### src/hw/rtl/sli_pkg.sv
// Shared types and codes for the sorted insertion list.
// Used by the channel interfaces, the list cell and the top level.
package sli_pkg;

	typedef logic signed [31:0] value_t;

	// Request kinds.
	localparam logic KIND_INSERT = 1'b0;
	localparam logic KIND_REMOVE = 1'b1;

	typedef enum logic [1:0] {
		STATUS_INSERTED  = 2'd0,
		STATUS_REMOVED   = 2'd1,
		STATUS_NOT_FOUND = 2'd2,
		STATUS_FULL      = 2'd3
	} status_t;

	// Broadcast shift control from the top level to every cell.
	typedef struct packed {
		logic ins_en;
		logic rem_en;
	} cell_ctrl_t;

endpackage

### src/hw/rtl/sli_req_if.sv
// Request channel of the sorted insertion list: valid, ready and payload.
// Depends on sli_pkg for the value type.
interface sli_req_if;
	logic            valid;
	logic            ready;
	logic            kind;
	sli_pkg::value_t value;

	modport source (output valid, output kind, output value, input ready);
	modport sink   (input valid, input kind, input value, output ready);
endinterface

### src/hw/rtl/sli_rsp_if.sv
// Result channel of the sorted insertion list: valid, ready and payload.
// Depends on sli_pkg for the value and status types.
interface sli_rsp_if;
	logic             valid;
	logic             ready;
	sli_pkg::status_t status;
	logic [4:0]       entry_count;
	sli_pkg::value_t  smallest;

	modport source (output valid, output status, output entry_count, output smallest,
		input ready);
	modport sink   (input valid, input status, input entry_count, input smallest,
		output ready);
endinterface

### src/hw/rtl/sli_cell.sv
// One entry of the sorted insertion list with its compare and shift logic.
// Depends on sli_pkg for the value type and the broadcast control struct.
module sli_cell (
	input  logic                clk,
	input  sli_pkg::value_t     value,
	input  sli_pkg::cell_ctrl_t ctrl,
	input  logic                occ,
	input  logic                left_before,
	input  sli_pkg::value_t     left_entry,
	input  sli_pkg::value_t     right_entry,
	output logic                lt,
	output logic                hit,
	output sli_pkg::value_t     entry,
	output sli_pkg::value_t     entry_nxt
);

	sli_pkg::value_t entry_q;

	// The stored entry is handed to both neighbors.
	assign entry = entry_q;

	// This cell lies before the request's sorted place.
	assign lt  = occ && (entry_q < value);
	// This cell is the first one at or past the place and holds the value.
	assign hit = left_before && !lt && occ && (entry_q == value);

	always_comb begin
		entry_nxt = entry_q;
		if (ctrl.ins_en && !lt) begin
			entry_nxt = left_before ? value : left_entry;
		end else if (ctrl.rem_en && !lt) begin
			entry_nxt = right_entry;
		end
	end

	always_ff @(posedge clk) begin
		entry_q <= entry_nxt;
	end

endmodule

### src/hw/rtl/sorted_list_insert_remove_top.sv
// Top level of the sorted insertion list: a row of compare-and-shift cells.
// Depends on sli_pkg, sli_req_if, sli_rsp_if and sli_cell.
//
//  Channel | Dir | Fields                             | Meaning
//  --------+-----+------------------------------------+---------------------------------
//  req     | in  | kind, value                        | insert value or remove one copy
//  rsp     | out | status, entry_count, smallest      | outcome, new count, head value
//
// Every request is finished on the edge it is accepted: all cells compare the
// broadcast value at once and shift one place left or right on that edge, and
// the result is presented from the next cycle on.
// One request per cycle is sustained while each result is taken as it is presented;
// the rate is set by the compare, the found reduction over the row and the shift multiplexer in each cell.
// Reset clears the entry count and the result valid flag; cell contents are
// left as they are, since only cells below the count are ever looked at.
// The result register frees the request side: a new request is taken while
// the last result is being taken, and the block stalls only if it is not.
module sorted_list_insert_remove_top #(
	parameter int CAPACITY = 16
) (
	input logic       clk,
	input logic       arst_n,
	sli_req_if.sink   req,
	sli_rsp_if.source rsp
);

	localparam int CW = $clog2(CAPACITY + 1);

	logic [CW-1:0]       count_q;
	logic [CW-1:0]       count_nxt;
	logic                out_valid_q;
	sli_pkg::status_t    status_q;
	logic [4:0]          entry_count_q;
	sli_pkg::value_t     smallest_q;

	logic                accept;
	logic                full;
	logic                found;
	sli_pkg::status_t    status_nxt;
	sli_pkg::cell_ctrl_t ctrl;

	logic            cell_lt    [CAPACITY];
	logic            cell_hit   [CAPACITY];
	sli_pkg::value_t cell_entry [CAPACITY];
	sli_pkg::value_t cell_nxt   [CAPACITY];
	logic [CAPACITY-1:0] hit_vec;

	// A request is taken whenever the result register is free or draining.
	assign req.ready = !out_valid_q || rsp.ready;
	assign accept    = req.valid && req.ready;
	assign full      = (count_q == CW'(CAPACITY));

	// Only one cell can sit at the boundary, so an OR over the row tells
	// whether the value to remove is present.
	assign found = |hit_vec;

	assign ctrl.ins_en = accept && (req.kind == sli_pkg::KIND_INSERT) && !full;
	assign ctrl.rem_en = accept && (req.kind == sli_pkg::KIND_REMOVE) && found;

	// The row of cells. The first cell always counts as past its left
	// neighbor, and the ends are fed with the request value as filler.
	for (genvar i = 0; i < CAPACITY; i++) begin : g_cell
		logic            left_before;
		sli_pkg::value_t left_entry;
		sli_pkg::value_t right_entry;

		if (i == 0) begin : g_first
			assign left_before = 1'b1;
			assign left_entry  = req.value;
		end else begin : g_mid
			assign left_before = cell_lt[i-1];
			assign left_entry  = cell_entry[i-1];
		end

		if (i == CAPACITY - 1) begin : g_last
			assign right_entry = req.value;
		end else begin : g_next
			assign right_entry = cell_entry[i+1];
		end

		sli_cell u_cell (
			.clk         (clk),
			.value       (req.value),
			.ctrl        (ctrl),
			.occ         (CW'(i) < count_q),
			.left_before (left_before),
			.left_entry  (left_entry),
			.right_entry (right_entry),
			.lt          (cell_lt[i]),
			.hit         (cell_hit[i]),
			.entry       (cell_entry[i]),
			.entry_nxt   (cell_nxt[i])
		);

		assign hit_vec[i] = cell_hit[i];
	end

	always_comb begin
		count_nxt = count_q;
		if (ctrl.ins_en) begin
			count_nxt = count_q + CW'(1);
		end else if (ctrl.rem_en) begin
			count_nxt = count_q - CW'(1);
		end
	end

	always_comb begin
		if (req.kind == sli_pkg::KIND_INSERT) begin
			status_nxt = full ? sli_pkg::STATUS_FULL : sli_pkg::STATUS_INSERTED;
		end else begin
			status_nxt = found ? sli_pkg::STATUS_REMOVED : sli_pkg::STATUS_NOT_FOUND;
		end
	end

	always_ff @(posedge clk or negedge arst_n) begin
		if (!arst_n) begin
			count_q     <= '0;
			out_valid_q <= 1'b0;
		end else begin
			if (accept) begin
				count_q     <= count_nxt;
				out_valid_q <= 1'b1;
			end else if (rsp.ready) begin
				out_valid_q <= 1'b0;
			end
		end
	end

	// Result payload; the head cell's next value is the new smallest entry.
	always_ff @(posedge clk) begin
		if (accept) begin
			status_q      <= status_nxt;
			entry_count_q <= 5'(count_nxt);
			smallest_q    <= (count_nxt != '0) ? cell_nxt[0] : '0;
		end
	end

	assign rsp.valid       = out_valid_q;
	assign rsp.status      = status_q;
	assign rsp.entry_count = entry_count_q;
	assign rsp.smallest    = smallest_q;

	a_count_bound: assert property (@(posedge clk) disable iff (!arst_n)
		count_q <= CW'(CAPACITY))
		else $error("entry count beyond capacity");

	a_insert_grows: assert property (@(posedge clk) disable iff (!arst_n)
		ctrl.ins_en |=> (count_q == $past(count_q) + CW'(1))
			&& (status_q == sli_pkg::STATUS_INSERTED))
		else $error("insert did not grow the list by one");

	a_full_holds: assert property (@(posedge clk) disable iff (!arst_n)
		(accept && (req.kind == sli_pkg::KIND_INSERT) && full)
			|=> $stable(count_q) && (status_q == sli_pkg::STATUS_FULL))
		else $error("insert into a full list changed the count");

	a_one_hit: assert property (@(posedge clk) disable iff (!arst_n)
		$onehot0(hit_vec))
		else $error("more than one cell claims the removal");

	a_empty_head: assert property (@(posedge clk) disable iff (!arst_n)
		(out_valid_q && (entry_count_q == 5'd0) && (CAPACITY < 32)) |-> (smallest_q == '0))
		else $error("empty list reports a nonzero smallest value");

endmodule
### src/flat_wrapper.sv
// flat-port wrapper written by rule: the top's interface ports become plain ports
module sorted_list_insert_remove_top_flat 
#(
	parameter int CAPACITY = 16
)
  (clk, arst_n, req_valid, req_kind, req_value, req_ready, rsp_valid, rsp_status, rsp_entry_count, rsp_smallest, rsp_ready);
  sli_req_if req_i ();
  sli_rsp_if rsp_i ();
  input logic clk;
  input logic arst_n;
  input wire logic [$bits(req_i.valid)-1:0] req_valid;
  input wire logic [$bits(req_i.kind)-1:0] req_kind;
  input wire logic [$bits(req_i.value)-1:0] req_value;
  output wire logic [$bits(req_i.ready)-1:0] req_ready;
  output wire logic [$bits(rsp_i.valid)-1:0] rsp_valid;
  output wire logic [$bits(rsp_i.status)-1:0] rsp_status;
  output wire logic [$bits(rsp_i.entry_count)-1:0] rsp_entry_count;
  output wire logic [$bits(rsp_i.smallest)-1:0] rsp_smallest;
  input wire logic [$bits(rsp_i.ready)-1:0] rsp_ready;
  assign req_i.valid = req_valid;
  assign req_i.kind = req_kind;
  assign req_i.value = req_value;
  assign req_ready = req_i.ready;
  assign rsp_valid = rsp_i.valid;
  assign rsp_status = rsp_i.status;
  assign rsp_entry_count = rsp_i.entry_count;
  assign rsp_smallest = rsp_i.smallest;
  assign rsp_i.ready = rsp_ready;
  sorted_list_insert_remove_top #(.CAPACITY(CAPACITY)) u_core (.clk(clk), .arst_n(arst_n), .req(req_i), .rsp(rsp_i));
endmodule
### config.mk
export PLATFORM = sky130hd
export DESIGN_NAME = sorted_list_insert_remove_top_flat
export DESIGN_NICKNAME = d
export VERILOG_FILES = /design/src/hw/rtl/sli_pkg.sv /design/src/hw/rtl/sli_req_if.sv /design/src/hw/rtl/sli_rsp_if.sv /design/src/hw/rtl/sli_cell.sv /design/src/hw/rtl/sorted_list_insert_remove_top.sv /design/src/flat_wrapper.sv
export SDC_FILE = /design/constraint.sdc
export NUM_CORES = 2
export LEC_CHECK = 0
export BUFFER_PORTS_ARGS = -buffer_cell sky130_fd_sc_hd__buf_2
export CORE_MARGIN = 4
export CORE_UTILIZATION = 60
export CTS_CLUSTER_DIAMETER = 120
export CTS_CLUSTER_SIZE = 12
export DETAILED_ROUTE_END_ITERATION = 8
export PLACE_DENSITY = 0.77
export SLEW_MARGIN = 40
export SYNTH_ARGS = -nofsm -noshare
export SYNTH_HDL_FRONTEND = slang
export SYNTH_SLANG_ARGS = --single-unit
### constraint.sdc
create_clock -name clk -period 6.5 [get_ports clk]
set_clock_uncertainty 0.1 [all_clocks]
set_input_delay 0.325 -clock clk [delete_from_list [all_inputs] [get_ports clk]]
set_output_delay 0.325 -clock clk [all_outputs]
set_load 0.005 [all_outputs]
=== Word-level counts from Yosys, hierarchy flattened ===
Cells that the tools add are included.

* Word-level logic and storage cells: 264
* Bits of input ports: 37
* Register bits after elaboration: 557
* Output and inout port bits: 41

* Order comparisons: 32
* Equal/unequal tests: 17
* Reduce and logical (&&, ||, !) cells: 137
* Add/subtract/negate cells: 2
* Muxes and demuxes: 54
* Bitwise logic cells: 1

{| class="wikitable"
|+ Operators with widths
! cell !! number
|-
| $mux 32 || 47
|-
| $eq 32x32->1 || 16
|-
| $lt 32x32->1 || 16
|-
| $logic_and 1x1->1 || 100
|-
| $lt 4x5->1 const A || 8
|-
| $reduce_bool 2->1 || 16
|-
| $lt 3x5->1 const A || 4
|-
| $logic_not 1->1 || 18
|-
| $reduce_or 16->1 || 1
|-
| $lt 1x5->1 const A || 2
|-
| $lt 2x5->1 const A || 2
|-
| $mux 5 || 2
|-
| $mux 2 || 3
|-
| $add 5x1->5 const B || 1
|-
| $eq 5x5->1 const B || 1
|-
| $reduce_bool 5->1 || 1
|-
| $sub 5x1->5 const B || 1
|-
| $mux 1 || 2
|-
| $logic_or 1x1->1 || 1
|-
| $not 1->1 || 1
|}

=== Depth between registers and ports, before layout ===
* Depth after elaboration: 11
* Depth in mapped cells: 16
* Depth with buffers taken out: 14

=== By module ===
A second synthesis with hierarchy kept.

* Cell total of the unflattened synthesis: 5003
* Area, all modules: 45234.6 µm²

{| class="wikitable"
|+ By module, submodules not included
! module !! cells an instance !! area an instance (µm²) !! seq. area each (µm²) !! times used
|-
| sli_cell || 299 || 2675.1 || 640.6 || 16
|-
| sorted_list_insert_remove_top || 219 || 2433.6 || 1321.3 || 1
|}

=== Least setup slack after synthesis ===
OpenSTA, ideal clock, no wires.

* Path type: input-to-reg
* Start point: input req_value[14]
* End point: register u_core.g_cell[8].u_cell.entry_q[0] (enable)
* Stages on the path: 14
* Arrival time: 5.671 ns
* Path buffers: 0
* Library setup time: 0.461 ns
* Slack: 0.268 ns
* Required time: 5.939 ns
* Cells stage by stage: inv_1 > ha_1 > a21oi_1 > nand2_1 > a221o_1 > a211o_1 > a221o_1 > or4_1 > o211a_1 > nand4_2 > or2_1 > and2_1 > o21ai_1 > nor3_1

* Word-level cells in the longest chain between the ends: 10
* Elaborated cells on any way between the ends: 116
* Those cells by class: order compare (16); eq/ne (16); reduce/logical (84)

{| class="wikitable"
|+ RTL lines
! element !! line !! RTL
|-
| from (decl) || flat_wrapper.sv:13 || <nowiki>input wire logic [$bits(req_i.value)-1:0] req_value;</nowiki>
|-
| $lt 32x32->1 || sli_cell.sv:23 || <nowiki>assign lt = occ && (entry_q < value);</nowiki>
|-
| $logic_and 1x1->1 || sli_cell.sv:23 ||
|-
| $logic_not 1->1 (on tied branches) || sli_cell.sv:25, sli_cell.sv:29, sli_cell.sv:31 ||
|-
| $logic_and 1x1->1 (3 in series) || sli_cell.sv:25 || <nowiki>assign hit = left_before && !lt && occ && (entry_q == value);</nowiki>
|-
| $reduce_or 16->1 || sorted_list_insert_remove_top.sv:55 || <nowiki>assign found = |hit_vec;</nowiki>
|-
| $logic_and 1x1->1 || sorted_list_insert_remove_top.sv:58 || <nowiki>assign ctrl.rem_en = accept && (req.kind == sli_pkg::KIND_REMOVE) && found;</nowiki>
|-
| $logic_and 1x1->1 || sli_cell.sv:31 || <nowiki>end else if (ctrl.rem_en && !lt) begin</nowiki>
|-
| $reduce_bool 2->1 (no line) * || -- ||
|-
| to (signal assigned) || sli_cell.sv:37 || <nowiki>entry_q <= entry_nxt;</nowiki>
|-
| to (decl) || sli_cell.sv:17 || <nowiki>sli_pkg::value_t entry_q;</nowiki>
|}

Every way passes the cells marked *; elsewhere a longest branch is shown, timed or not.
A chain may end at the register's enable or synchronous reset.

=== Worst setup path in the final report ===
* Start point: input req_value[13]
* End point: register u_core.smallest_q[31] (netlist: u_core.rsp.smallest[31]) (data pin)

* Word-level cells in the longest chain between the ends: 11
* Elaborated cells on any way between the ends: 120
* Those cells by class: order compare (16); eq/ne (16); mux (4); reduce/logical (84)

{| class="wikitable"
|+ RTL lines
! element !! line !! RTL
|-
| $lt 32x32->1 || sli_cell.sv:23 ||
|-
| $logic_and 1x1->1 || sli_cell.sv:23 ||
|-
| $logic_not 1->1 || sli_cell.sv:25 ||
|-
| $logic_and 1x1->1 (3 in series) || sli_cell.sv:25 ||
|-
| $reduce_or 16->1 * || sorted_list_insert_remove_top.sv:55 ||
|-
| $logic_and 1x1->1 * || sorted_list_insert_remove_top.sv:58 ||
|-
| $mux 5 * || sorted_list_insert_remove_top.sv:102 || <nowiki>end else if (ctrl.rem_en) begin</nowiki>
|-
| $mux 5 * || sorted_list_insert_remove_top.sv:100 || <nowiki>if (ctrl.ins_en) begin</nowiki>
|-
| net u_core.count_nxt[3] || sorted_list_insert_remove_top.sv:30 || <nowiki>logic [CW-1:0] count_nxt;</nowiki>
|-
| $reduce_bool 5->1 * || sorted_list_insert_remove_top.sv:134 || <nowiki>smallest_q <= (count_nxt != '0) ? cell_nxt[0] : '0;</nowiki>
|-
| to (signal assigned) || sorted_list_insert_remove_top.sv:134 ||
|-
| to (decl) || sorted_list_insert_remove_top.sv:34 || <nowiki>sli_pkg::value_t smallest_q;</nowiki>
|}

Mark *: on every way through the listed nets, which the timed path passes. The rest lies on a longest branch.

==> metrics.txt <==
NumNets Final 4659; Mean Syn Cell Area ~9.7 um^2; vias 33385; highest metal used met5; DR vias/cell roughly 6.7; CTS max path bufs 3; Die Y-Extent 263.6 um; Clock Pin Slew Worst Setup and Hold Paths 0.06 ns; crit path from req_value[13]; Total Routing Usage GR 0.3426; post-route ant nets 0; Clock Root Buffer clkbuf_16; fmax around 190 MHz; clk_lat worst skew ~0.64 ns; Final Max Slew Viols 0; MaxCap Viol Count 0; CORE AREA 0.06458 mm^2; Rows 93; DRC violations left 0; Initial Util 0.6070; final core utilization 0.6644; H-tree level count 2; final RePlAce weighted congestion 0.9949; worst vdd ir around 210 uV; asr flop ratio synth 0.01077; Pleak 17.82 nW; First DRT Iteration DRCs ~4200; WL per Instance between 20 and 25 um; most frequent cells in the layout a21oi_1 (647), nor2_1 (547), edfxtp_1 (519); CP Cell Sequence buf_2 > inv_1 > buf_4 > ha_1 > nand4_1 > nor4_1 > o21ai_1 > a31oi_1 > nor2_1 > mux2_2 > buf_4 > nor4b_1 > buf_4 > a31oi_1 > a41oi_1 > o211ai_1 > a211oi_4 > buf_4 > a21boi_0; die width about 260 um; Synth Register Bits 557; CP arrival 5.61 ns; clock power share 0.275; placed cell areas 0.04129 mm^2; sequential share of power 0.433; die area 0.06949 mm^2; post-CTS setup buffer count 0; met2 wire length approximately 56 mm; FF-to-FF setup slack 1.25 ns; crit share post-route 0.8249; vias in the first global route ~32000; count of cell types in the netlist 80; initial antenna violation count 3; Top cell by count, worst path buf_4; Crit path depth 19; final setup violation count 0; Worst Setup EP u_core.rsp.smallest[31]$_SDFFCE_PN0P_; post-route non-filler standard cell count 4999; EDFF count, synth 519; max_slew headroom 0.3438; worst stage delay on the critical path 0.68 ns; RSZ-0062 raised after global routing no; Comb power frac 0.292; most common cell after layout, fill and taps aside a21oi_1; Worst path top cell family by delay buffers and inverters; Cell Pwr Density around 250 mW/mm^2; CP max-delay cell nor4_1; CP Buf/Inv Count 6; Placed Cells incl. Taps 4901; Critical Path Sink Type register; Fin Hold WS ~0.048 ns; I/O pin count 78; final hold violation count 0; Mapped Area just under 0.04 mm^2; count of input and output buffers just under 80; Syn Inst Count 4037; first-pass GRT wire length 187.3 mm; layout cells sized above 1 0.09056; syn_nets 4589; Setup Crit Path Kind input port to register; Worst Tran Pin Value ~0.96 ns; total gr overflow 0; Initial DRT Pass Iterations 8; WL met3 11.53 mm; Net Sw Frac 0.3425; TritonCTS buffer count 52; Seq/Total Area, Yosys 0.4177; largest net degree at the start of global routing 66; Internal 7.033 mW; Startpoint Class input port; Worst EP required 6.75 ns; Net Sw Power 3.663 mW; FF-to-FF path depth 16; Hold/Removal Path Class input port to register; RR Endpoint u_core.rsp.smallest[31]$_SDFFCE_PN0P_; Total Wirelength 123.8 mm; setup_tns 0 ns; Synth warnings 0; met1 WL 50.32 mm; fin area about 0.043 mm^2; status complete, no violations; Max FO, Critical Path 35; crit path time final 5.362 ns; HPWL Detailed roughly 92 mm; worst r2r src u_core.g_cell[11].u_cell.entry[14]$_DFFE_PP_; CTS tree yes; Synth Flop Type edfxtp_1; Area Growth Syn to Fin 9.457%; clock sinks 557
[flip-flops by register name, indices dropped and copies added (netlist names)]
signal                      flops
u_core.g_cell.u_cell.entry    512
u_core.rsp.smallest            32
u_core.count_q                  5
u_core.rsp.entry_count          5
u_core.rsp.status               2
u_core.rsp.valid                1
[cell families (layout without fill, tap and decap cells)]
group	after synthesis	after routing	synth area share
DFF	557	557	0.4177
muxes	368	368	0.09508
AOI/OAI and AO/OA	1104	1104	0.1594
xor gates and xnor gates	6	6	0.001341
and+or+nand+nor	1202	1202	0.1337
other	0	3	0
adders and majority gates	515	515	0.1644
buffers and inverters	285	389	0.02828
[power groups by stage]
| stage | Clock [mW] | Sequential (mW) | Combinational [mW] |
|---|---|---|---|
| floorplan | 0 | 4.58 | 2.12 |
| global placement | 0 | 4.69 | 2.94 |
| detailed placement | 0 | 4.69 | 3.03 |
| CTS | 2.96 | 4.62 | 3.05 |
| global route | 3.09 | 4.65 | 3.42 |
| finish | 2.94 | 4.63 | 3.13 |
[stage by stage]
| stage | setup WS, ns | total power, mW |
|---|---|---|
| 2_1_floorplan | 0.2675 | 6.693 |
| 3_3_place_gp | 0.7670 | 7.630 |
| 3_5_place_dp | 0.6612 | 7.715 |
| 4_1_cts | 1.294 | 10.62 |
| 5_1_grt | 0.8532 | 11.16 |
| 6_report | 1.138 | 10.70 |
[final cells by class]
| class | count | area, um^2 |
|---|---|---|
| Inverter | 74 | 277.8 |
| Clock buffer | 85 | 1446 |
| Timing Repair Buffer | 227 | 1679 |
| Multi-Input combinational cell | 3195 | 22020 |
| Antenna cell | 3 | 7.507 |
| Tap cell | 855 | 1070 |
| Fill cell | 5178 | 21670 |
| Sequential cell | 557 | 16380 |
| Clock inverter | 3 | 26.28 |
[synth_stat cells, types with 7 or more instances]
cell      number  share of area
o21a_1         9         0.0017
and4_1        17         0.0038
mux2_2        34         0.0098
a21boi_1      30         0.0057
ha_1         515           0.16
o211a_1        7         0.0018
a21o_1        45         0.0086
a21oi_1      653          0.083
a31oi_1       42         0.0067
nor2_1       568          0.054
a211oi_1      18         0.0034
nand3_1       43         0.0055
a221o_1        8         0.0020
and3_1         9         0.0014
inv_1         73         0.0070
mux2i_1      333          0.085
buf_1         13         0.0012
nor4_1        23         0.0037
nand2b_1      15         0.0024
nor2b_1       15         0.0024
o211ai_1      15         0.0029
edfxtp_1     519           0.40
or3_1          8         0.0013
clkbuf_1     188          0.018
a221oi_1      11         0.0025
o21ai_0      203          0.026
a21boi_0       8         0.0015
dfxtp_1       32          0.016
and2_1         7         0.0011
nor3_1        34         0.0043
nand2_1      339          0.032
nand4_1      101          0.016
[worst register-to-register path, cell delays in order, from the launching register on]
cell	delay (ns)
edfxtp_1	0.43
ha_1	0.34
nand4_1	0.17
nor4_1	0.68
o21ai_1	0.14
a31oi_1	0.20
nor2_1	0.12
mux2_2	0.30
buf_4	0.65
nor4b_1	0.34
buf_4	0.18
a31oi_1	0.04
a41oi_1	0.30
o211ai_1	0.19
a211oi_4	0.25
buf_4	0.38
a21boi_0	0.18
[how the worst min path moves through the flow]
stage	start	end	slack, ns	cells after the start
3_5_place_dp	arst_n	u_core.rsp.valid$_DFFE_PN0P_	0.1	1
3_3_place_gp	arst_n	u_core.rsp.valid$_DFFE_PN0P_	0.1	1
5_1_grt	req_value[13]	u_core.g_cell[0].u_cell.entry[13]$_DFF_P_	0.06	3
4_1_cts	req_value[13]	u_core.g_cell[0].u_cell.entry[13]$_DFF_P_	0.03	3
6_report	req_value[13]	u_core.g_cell[0].u_cell.entry[13]$_DFF_P_	0.05	3
2_1_floorplan	arst_n	u_core.count_q[0]$_DFFE_PN0P_	-0.07	0
[what timing repair did]
item,in CTS,in global routing
gates resized for setup,0,0
hold endpoints to repair,7,0
hold buffers,4,0
setup endpoints to repair,0,0
[layer usage]
metal	global-route usage	up-vias
li1	-	15265
met5	0	-
met4	0.1395	2
met2	0.5427	1806
met1	0.4742	15989
met3	0.05299	323
(Power assumes the default switching activity.)
